--- config.mk ---
export PLATFORM = sky130hd
export DESIGN_NAME = sha1_stream_hasher
export DESIGN_NICKNAME = d
export VERILOG_FILES = /design/src/hw/rtl/sha1s_pkg.sv /design/src/hw/rtl/sha1s_msgbuf.sv /design/src/hw/rtl/sha1s_core.sv /design/src/hw/rtl/sha1_stream_hasher.sv
export SDC_FILE = /design/constraint.sdc
export NUM_CORES = 2
export LEC_CHECK = 0
export BUFFER_PORTS_ARGS = -buffer_cell sky130_fd_sc_hd__buf_2
export CAP_MARGIN = 10
export CELL_PAD_IN_SITES_DETAIL_PLACEMENT = 1
export CELL_PAD_IN_SITES_GLOBAL_PLACEMENT = 2
export CORE_AREA = 2 2 360 362
export CTS_CLUSTER_DIAMETER = 30
export DETAILED_ROUTE_END_ITERATION = 10
export DIE_AREA = 0 0 362 364
export PLACE_DENSITY_LB_ADDON = 0.1
export SLEW_MARGIN = 40
export SYNTH_ARGS = -nofsm -noshare
export SYNTH_HDL_FRONTEND = slang
export SYNTH_SLANG_ARGS = --single-unit
--- constraint.sdc ---
create_clock -name clock -period 19.4 [get_ports clock]
set_input_delay 1.94 -clock clock [delete_from_list [all_inputs] [get_ports clock]]
set_output_delay 1.94 -clock clock [all_outputs]
set_load 0.02 [all_outputs]
--- src/hw/rtl/sha1s_pkg.sv ---
package sha1s_pkg;

   localparam logic OP_ABSORB = 1'b0;
   localparam logic OP_FINISH = 1'b1;

   localparam int unsigned NUM_WORDS   = 5;
   localparam int unsigned NUM_ROUNDS  = 80;
   localparam int unsigned PHASE_LEN   = 20;
   localparam int unsigned LEN_POS     = 56;

   localparam logic [7:0] PAD_MARKER = 8'h80;

   localparam logic [31:0] K_PHASE0 = 32'h5a827999;
   localparam logic [31:0] K_PHASE1 = 32'h6ed9eba1;
   localparam logic [31:0] K_PHASE2 = 32'h8f1bbcdc;
   localparam logic [31:0] K_PHASE3 = 32'hca62c1d6;

   localparam logic [NUM_WORDS-1:0][31:0] HASH_INIT = {
      32'hc3d2e1f0, 32'h10325476, 32'h98badcfe, 32'hefcdab89, 32'h67452301
   };

   typedef struct packed {
      logic       opcode;
      logic [7:0] data_byte;
   } req_type;

   typedef struct packed {
      logic [31:0] digest_word;
      logic [2:0]  word_index;
      logic        last;
   } rsp_type;

   typedef struct packed {
      logic       shift_byte;
      logic       shift_word;
      logic [7:0] byte_val;
   } buf_ctrl_type;

   typedef struct packed {
      logic       load;
      logic       round;
      logic       fold;
      logic       reinit;
      logic [6:0] rnd;
   } core_ctrl_type;

endpackage

--- src/hw/rtl/sha1s_msgbuf.sv ---
module sha1s_msgbuf
   import sha1s_pkg::*;
(
   input  logic         clock,
   input  buf_ctrl_type ctrl,
   output logic [31:0]  w_word
);

   // block bytes shift in at the bottom; during rounds the same register is
   // the sixteen-word schedule window, oldest word at the top
   logic [511:0] blk_ff;
   logic [511:0] blk_in;
   logic [31:0]  mix;
   logic [31:0]  sched;

   function automatic logic [31:0] win(input logic [511:0] b, input int unsigned j);
      win = b[511 - 32*j -: 32];
   endfunction

   assign mix    = win(blk_ff, 13) ^ win(blk_ff, 8) ^ win(blk_ff, 2) ^ win(blk_ff, 0);
   assign sched  = {mix[30:0], mix[31]};
   assign w_word = blk_ff[511:480];

   always_comb begin
      blk_in = blk_ff;
      if (ctrl.shift_byte) begin
         blk_in = {blk_ff[503:0], ctrl.byte_val};
      end else if (ctrl.shift_word) begin
         blk_in = {blk_ff[479:0], sched};
      end
   end

   always_ff @(posedge clock) begin
      blk_ff <= blk_in;
   end

endmodule

--- src/hw/rtl/sha1s_core.sv ---
module sha1s_core
   import sha1s_pkg::*;
(
   input  logic                         clock,
   input  logic                         reset,
   input  core_ctrl_type                ctrl,
   input  logic [31:0]                  w_word,
   output logic [NUM_WORDS-1:0][31:0]   hash
);

   logic [NUM_WORDS-1:0][31:0] h_ff, h_in;
   logic [NUM_WORDS-1:0][31:0] v_ff, v_in;
   logic [31:0] a, b, c, d, e;
   logic [31:0] f, k, t;

   assign a = v_ff[0];
   assign b = v_ff[1];
   assign c = v_ff[2];
   assign d = v_ff[3];
   assign e = v_ff[4];

   // shared round unit
   always_comb begin
      if (ctrl.rnd < 7'(PHASE_LEN)) begin
         f = (b & c) | (~b & d);
         k = K_PHASE0;
      end else if (ctrl.rnd < 7'(2*PHASE_LEN)) begin
         f = b ^ c ^ d;
         k = K_PHASE1;
      end else if (ctrl.rnd < 7'(3*PHASE_LEN)) begin
         f = (b & c) | (b & d) | (c & d);
         k = K_PHASE2;
      end else begin
         f = b ^ c ^ d;
         k = K_PHASE3;
      end
      t = {a[26:0], a[31:27]} + f + e + k + w_word;
   end

   always_comb begin
      v_in = v_ff;
      if (ctrl.load) begin
         v_in = h_ff;
      end else if (ctrl.round) begin
         v_in[0] = t;
         v_in[1] = a;
         v_in[2] = {b[1:0], b[31:2]};
         v_in[3] = c;
         v_in[4] = d;
      end
   end

   always_comb begin
      h_in = h_ff;
      if (ctrl.reinit) begin
         h_in = HASH_INIT;
      end else if (ctrl.fold) begin
         for (int i = 0; i < NUM_WORDS; i++) begin
            h_in[i] = h_ff[i] + v_ff[i];
         end
      end
   end

   always_ff @(posedge clock) begin
      if (reset) begin
         h_ff <= HASH_INIT;
      end else begin
         h_ff <= h_in;
      end
   end

   always_ff @(posedge clock) begin
      v_ff <= v_in;
   end

   assign hash = h_ff;

endmodule

--- src/hw/rtl/sha1_stream_hasher.sv ---
// a message byte is taken while the hasher is idle; the byte that completes a block
// starts 80 rounds on the shared round unit and then one chaining fold
// finish: the block is padded out byte by byte and hashed; a length that
// spills pads and hashes a second block, then the five digest words leave
// no byte is taken while a 64-byte block is padded, run through the rounds or folded
// synchronous reset clears the sequencer and byte count and reloads the chaining words
module sha1_stream_hasher
   import sha1s_pkg::*;
(
   input  logic    clock,
   input  logic    reset,
   input  logic    req_valid,
   output logic    req_stall,
   input  req_type req_data,
   output logic    rsp_valid,
   input  logic    rsp_stall,
   output rsp_type rsp_data
);

   typedef enum logic [4:0] {
      S_IDLE  = 5'b00001,
      S_PAD   = 5'b00010,
      S_ROUND = 5'b00100,
      S_FOLD  = 5'b01000,
      S_EMIT  = 5'b10000
   } state_type;

   state_type     state_ff, state_in;
   logic [60:0]   count_ff, count_in;
   logic [5:0]    fill_ff, fill_in;
   logic          marker_ff, marker_in;
   logic          lenblk_ff, lenblk_in;
   logic          padding_ff, padding_in;
   logic          final_ff, final_in;
   logic [6:0]    rnd_ff, rnd_in;
   logic [2:0]    idx_ff, idx_in;
   logic          rsp_valid_ff, rsp_valid_in;
   rsp_type       rsp_data_ff, rsp_data_in;

   buf_ctrl_type  buf_ctrl;
   core_ctrl_type core_ctrl;
   logic [31:0]   w_word;
   logic [NUM_WORDS-1:0][31:0] hash;

   logic [63:0]   bit_len;
   logic [2:0]    len_sel;
   logic [7:0]    len_byte;
   logic          req_take;

   assign bit_len  = {count_ff, 3'b000};
   assign len_sel  = 3'd7 - fill_ff[2:0];
   assign len_byte = bit_len[{len_sel, 3'b000} +: 8];
   assign req_take = req_valid && !req_stall;

   sha1s_msgbuf u_msgbuf (
      .clock  (clock),
      .ctrl   (buf_ctrl),
      .w_word (w_word)
   );

   sha1s_core u_core (
      .clock  (clock),
      .reset  (reset),
      .ctrl   (core_ctrl),
      .w_word (w_word),
      .hash   (hash)
   );

   always_comb begin
      state_in     = state_ff;
      count_in     = count_ff;
      fill_in      = fill_ff;
      marker_in    = marker_ff;
      lenblk_in    = lenblk_ff;
      padding_in   = padding_ff;
      final_in     = final_ff;
      rnd_in       = rnd_ff;
      idx_in       = idx_ff;
      rsp_valid_in = rsp_valid_ff && rsp_stall;
      rsp_data_in  = rsp_data_ff;
      buf_ctrl     = '0;
      core_ctrl    = '0;
      core_ctrl.rnd = rnd_ff;

      case (state_ff)
         S_IDLE: begin
            if (req_take) begin
               if (req_data.opcode == OP_FINISH) begin
                  marker_in  = 1'b1;
                  lenblk_in  = 1'b0;
                  padding_in = 1'b1;
                  state_in   = S_PAD;
               end else begin
                  buf_ctrl.shift_byte = 1'b1;
                  buf_ctrl.byte_val   = req_data.data_byte;
                  count_in = count_ff + 61'd1;
                  fill_in  = fill_ff + 6'd1;
                  if (fill_ff == 6'h3f) begin
                     core_ctrl.load = 1'b1;
                     rnd_in   = '0;
                     state_in = S_ROUND;
                  end
               end
            end
         end
         S_PAD: begin
            buf_ctrl.shift_byte = 1'b1;
            if (marker_ff) begin
               buf_ctrl.byte_val = PAD_MARKER;
               marker_in = 1'b0;
               lenblk_in = (fill_ff < 6'(LEN_POS));
            end else if (lenblk_ff && fill_ff >= 6'(LEN_POS)) begin
               buf_ctrl.byte_val = len_byte;
            end else begin
               buf_ctrl.byte_val = 8'h00;
            end
            fill_in = fill_ff + 6'd1;
            if (fill_ff == 6'h3f) begin
               // only a block that carried the length closes the message
               final_in       = lenblk_ff && !marker_ff;
               core_ctrl.load = 1'b1;
               rnd_in   = '0;
               state_in = S_ROUND;
            end
         end
         S_ROUND: begin
            core_ctrl.round     = 1'b1;
            buf_ctrl.shift_word = 1'b1;
            rnd_in = rnd_ff + 7'd1;
            if (rnd_ff == 7'(NUM_ROUNDS - 1)) begin
               state_in = S_FOLD;
            end
         end
         S_FOLD: begin
            core_ctrl.fold = 1'b1;
            if (!padding_ff) begin
               state_in = S_IDLE;
            end else if (final_ff) begin
               idx_in   = '0;
               state_in = S_EMIT;
            end else begin
               lenblk_in = 1'b1;
               state_in  = S_PAD;
            end
         end
         S_EMIT: begin
            if (!rsp_valid_ff || !rsp_stall) begin
               rsp_valid_in            = 1'b1;
               rsp_data_in.digest_word = hash[idx_ff];
               rsp_data_in.word_index  = idx_ff;
               rsp_data_in.last        = (idx_ff == 3'(NUM_WORDS - 1));
               idx_in = idx_ff + 3'd1;
               if (idx_ff == 3'(NUM_WORDS - 1)) begin
                  core_ctrl.reinit = 1'b1;
                  count_in   = '0;
                  padding_in = 1'b0;
                  final_in   = 1'b0;
                  idx_in     = '0;
                  state_in   = S_IDLE;
               end
            end
         end
         default: begin
            state_in = S_IDLE;
         end
      endcase
   end

   always_ff @(posedge clock) begin
      if (reset) begin
         state_ff     <= S_IDLE;
         count_ff     <= '0;
         fill_ff      <= '0;
         marker_ff    <= 1'b0;
         lenblk_ff    <= 1'b0;
         padding_ff   <= 1'b0;
         final_ff     <= 1'b0;
         rnd_ff       <= '0;
         idx_ff       <= '0;
         rsp_valid_ff <= 1'b0;
      end else begin
         state_ff     <= state_in;
         count_ff     <= count_in;
         fill_ff      <= fill_in;
         marker_ff    <= marker_in;
         lenblk_ff    <= lenblk_in;
         padding_ff   <= padding_in;
         final_ff     <= final_in;
         rnd_ff       <= rnd_in;
         idx_ff       <= idx_in;
         rsp_valid_ff <= rsp_valid_in;
      end
   end

   always_ff @(posedge clock) begin
      rsp_data_ff <= rsp_data_in;
   end

   assign req_stall = (state_ff != S_IDLE);
   assign rsp_valid = rsp_valid_ff;
   assign rsp_data  = rsp_data_ff;

endmodule

==> metrics.yaml <==
status:
  status: "complete, no violations"
floorplan:
  die_w_um: 362
  rows: 132
  dieArea_mm2: 0.1318
  ioPinCount: 51
  coreArea_mm2: 0.1283
  die_h_um: 364
  start_util_pct: 41.71
setup_path:
  start_kind: "register"
  slowest_stage: "fa_1"
  cpMostUsedCell: "fa_1"
  crit_type: "reg2reg"
  cp.arrival_ps: 7650
  worst_ep_required_time_ps: 19960
  r2r.worst_path.cells: 22
  r2r_slack_ps: 12310
  crit_chain: "a41oi_1 > nand2_1 > buf_4 > inv_1 > nor2_2 > buf_4 > inv_1 > fa_1 > fa_1 > fa_1 > ha_1 > nor2b_1 > o21ai_1 > a21oi_1 > o311ai_1 > a21oi_1 > o21ai_1 > a211oi_1 > o31ai_1 > o21ai_0 > xnor2_1 > o21ai_0"
  r2r_start: "rnd_ff[4]"
  end_kind: "register"
  cp_max_fo: 20
  cpPeakStageDelay_ps: 570
  r2r_end: "u_core.a[31]"
timing:
  slew_viol_final: 0
  setup_violations: 0
  rsz0062_at_grt: "no"
  finalSetupTns_ps: 0
  worst_pin_slew_ps: 962.5
  min_period_ps: 7090
  relSlewSlack_pct: 35.16
  max_freq_ghz: 0.1410
  post-route-period-util_pct: 36.55
  final-hold-violation-count: 0
  fin_worst_skew_ps: 58.21
global_routing:
  grt_overflow_total: 0
  grt_pass1_vias: 43973
  use_met2_pct: 43.17
  grt_max_degree: 185
  grt_use_total_pct: 26.42
  busiest_layer: "met2"
  gr-usage-met3_pct: 4.672
  gr-usage-met1_pct: 36.03
  grt_pass1_wl_mm: 267.2
  antenna_found_initial: 6
synth:
  syn_area_per_cell_um2: 9.315
  ys_ff_latch: 955
  syn-cell-area_mm2: 0.05352
  ys_seq_area_share_pct: 48.96
  yosysWarnings: 0
  syn_nets: 6082
  async_reset_ff_share_pct: 0
  synthCells: 5746
  synth_enable_flop_cells: 708
  synth_flop_cell: "edfxtp_1"
  synth.distinct_cells: 85
clocking:
  cts_buffers: 289
  ctsHtreeMaxLevel: 5
  root_buffer: "clkbuf_16"
  cts_hold_buf: 0
  postCtsSetupBuffers: 0
  clock_path_buffers: 4
  post_cts_resized: 0
  clk_pin_slew_worst_paths_ps: 40
  clock_sinks: 955
  cts_tree: "built"
  insertion_delay_ps: 880
drt:
  vias: 42507
  vias_per_cell: 5.469
  drtAntennaViolNets: 0
  dr.first_iter.drc_count: 3161
  firstDrtPassIters: 5
  wl_mm: 174.3
  wire_per_inst_um: 22.42
  route.detailed.drc: 0
hold_path:
  holdPathEnd: "fill_ff[5]"
  hold_depth: 2
  min_from: "fill_ff[5]"
  hp-class: "reg2reg"
finish:
  postLayoutCoreUtil_pct: 50.49
  n_antenna_cell: 0
  layout_commonest_cell: "nand2_1"
  syn_to_final_growth_pct: 21.06
  final_cell_mix: "nand2_1, edfxtp_1, clkbuf_16"
  final_nets: 6223
  fillers: 14238
  drive_gt1_share_pct: 10.00
place:
  port_buffers: 50
  gp_congestion: 0.8514
  hpwl_mm: 118.2
power_and_ir_drop:
  leakagePower_nw: 27.28
  worst_ir_drop_vdd_mv: 0.07504
  p_per_area_mw_per_mm2: 119.4
run:
  drv_cap: 0
==> synth_stat cells (all sizes together) (8+ instances only) <==
| master | count | area, µm² |
|---|---|---|
| a31oi | 25 | 156.4 |
| nor2 | 225 | 852.1 |
| nand2b | 39 | 244.0 |
| o311ai | 9 | 78.83 |
| fa | 119 | 2382 |
| nand4 | 27 | 175.2 |
| a221o | 17 | 170.2 |
| a21oi | 276 | 1385 |
| a21o | 94 | 706.9 |
| nand3 | 71 | 360.3 |
| a211oi | 24 | 180.2 |
| nand3b | 8 | 60.06 |
| and2 | 10 | 63.81 |
| clkbuf | 217 | 814.5 |
| o21bai | 23 | 172.7 |
| o31ai | 10 | 80.07 |
| edfxtp | 708 | 21260 |
| or3 | 30 | 187.7 |
| mux2i | 42 | 420.4 |
| mux4 | 45 | 1013 |
| xnor2 | 189 | 1655 |
| nor2b | 31 | 193.9 |
| and3 | 34 | 212.7 |
| dfxtp | 247 | 4945 |
| ha | 204 | 2552 |
| xor2 | 117 | 1025 |
| nor3b | 12 | 90.09 |
| buf | 35 | 135.1 |
| o21ai | 241 | 1217 |
| o21a | 25 | 187.7 |
| nor3 | 35 | 186.4 |
| o221ai | 8 | 70.07 |
| o211ai | 65 | 488.0 |
| a211o | 8 | 71.32 |
| inv | 254 | 953.4 |
| nand2 | 2137 | 8021 |
==> power breakdown <==
group          leakage [nW]  switching [mW]  internal, mW  total [mW]
registers              8.54           0.100          2.42        2.52
clock network          4.50            1.32          3.15        4.46
logic                  14.2           0.497         0.253       0.750
==> cell families after synthesis <==
kind of cell	count (synthesis)	share of synthesized area (%)
compound gates	881	10.21
mux	94	2.826
flops	955	48.96
fa+ha+maj	323	9.220
xor+xnor	306	5.007
buf+inv	507	3.563
simple gates	2680	20.21
==> area by class of cell <==
class | count | area, µm² | share of cell area (%)
Tap cell | 1675 | 2096 | 3.234
Clock inverter | 135 | 1381 | 2.132
Inverter | 255 | 957.2 | 1.477
Multi-Input combinational cell | 4284 | 25550 | 39.43
Sequential cell | 955 | 26210 | 40.45
Timing Repair Buffer | 102 | 794.5 | 1.226
Clock buffer | 367 | 7810 | 12.05
==> per-stage QoR <==
step | worst slack (ps) | area (µm²) | std cells | hold slack, ps | power [mW]
after floorplan | 4429 | 53520 | 5746 | 432.3 | 3.125
after global placement | 12040 | 55420 | 7268 | 464.8 | 3.281
after detailed placement | 12300 | 55590 | 7271 | 486.4 | 3.303
after CTS | 12250 | 64780 | 7773 | 492.1 | 7.824
after global routing | 11790 | 64800 | 7773 | 518.8 | 8.047
final | 12310 | 64800 | 7773 | 489.7 | 7.738
==> routing by layer <==
layer / part of all wire (%) / vias up / wire (µm)
li1: - / 19918 / -
met1: 46 / 21414 / 79470
met2: 47 / 930 / 82670
met3: 4.8 / 245 / 8312
met4: 2.2 / 0 / 3813
met5: 0 / - / 0
==> registers in the layout, summed over array words and instances, names as in the netlist <==
name / count
count_ff: 61
fill_ff: 6
final_ff: 1
idx_ff: 3
lenblk_ff: 1
marker_ff: 1
padding_ff: 1
rnd_ff: 7
rsp_data: 36
rsp_valid: 1
state_ff: 5
u_core.a: 32
u_core.b: 32
u_core.c: 32
u_core.d: 32
u_core.e: 32
u_core.hash: 160
u_msgbuf.blk_ff: 512
==> worst max-delay path: cells and delay by family, from the launching register on <==
| kind | cells | cell delay [ps] |
|---|---|---|
| DFF | 1 | 480 |
| buffers and inverters | 4 | 990 |
| and+or+nand+nor | 3 | 760 |
| AOI/OAI and AO/OA | 10 | 2490 |
| xor gates and xnor gates | 1 | 170 |
| adders and majority gates | 4 | 1890 |
==> worst max-delay path by stage <==
stage | cells past startpoint | endpoint | from
detailed placement | 22 | u_core.a[31] | rnd_ff[4]
finish | 22 | u_core.a[31] | rnd_ff[4]
global placement | 10 | u_msgbuf.blk_ff[497] | req_data[8]
CTS | 22 | u_core.a[31] | rnd_ff[4]
global route | 25 | u_core.a[29] | rnd_ff[4]
floorplan | 6 | u_msgbuf.blk_ff[0] | req_data[8]
(Power assumes the default switching activity.)
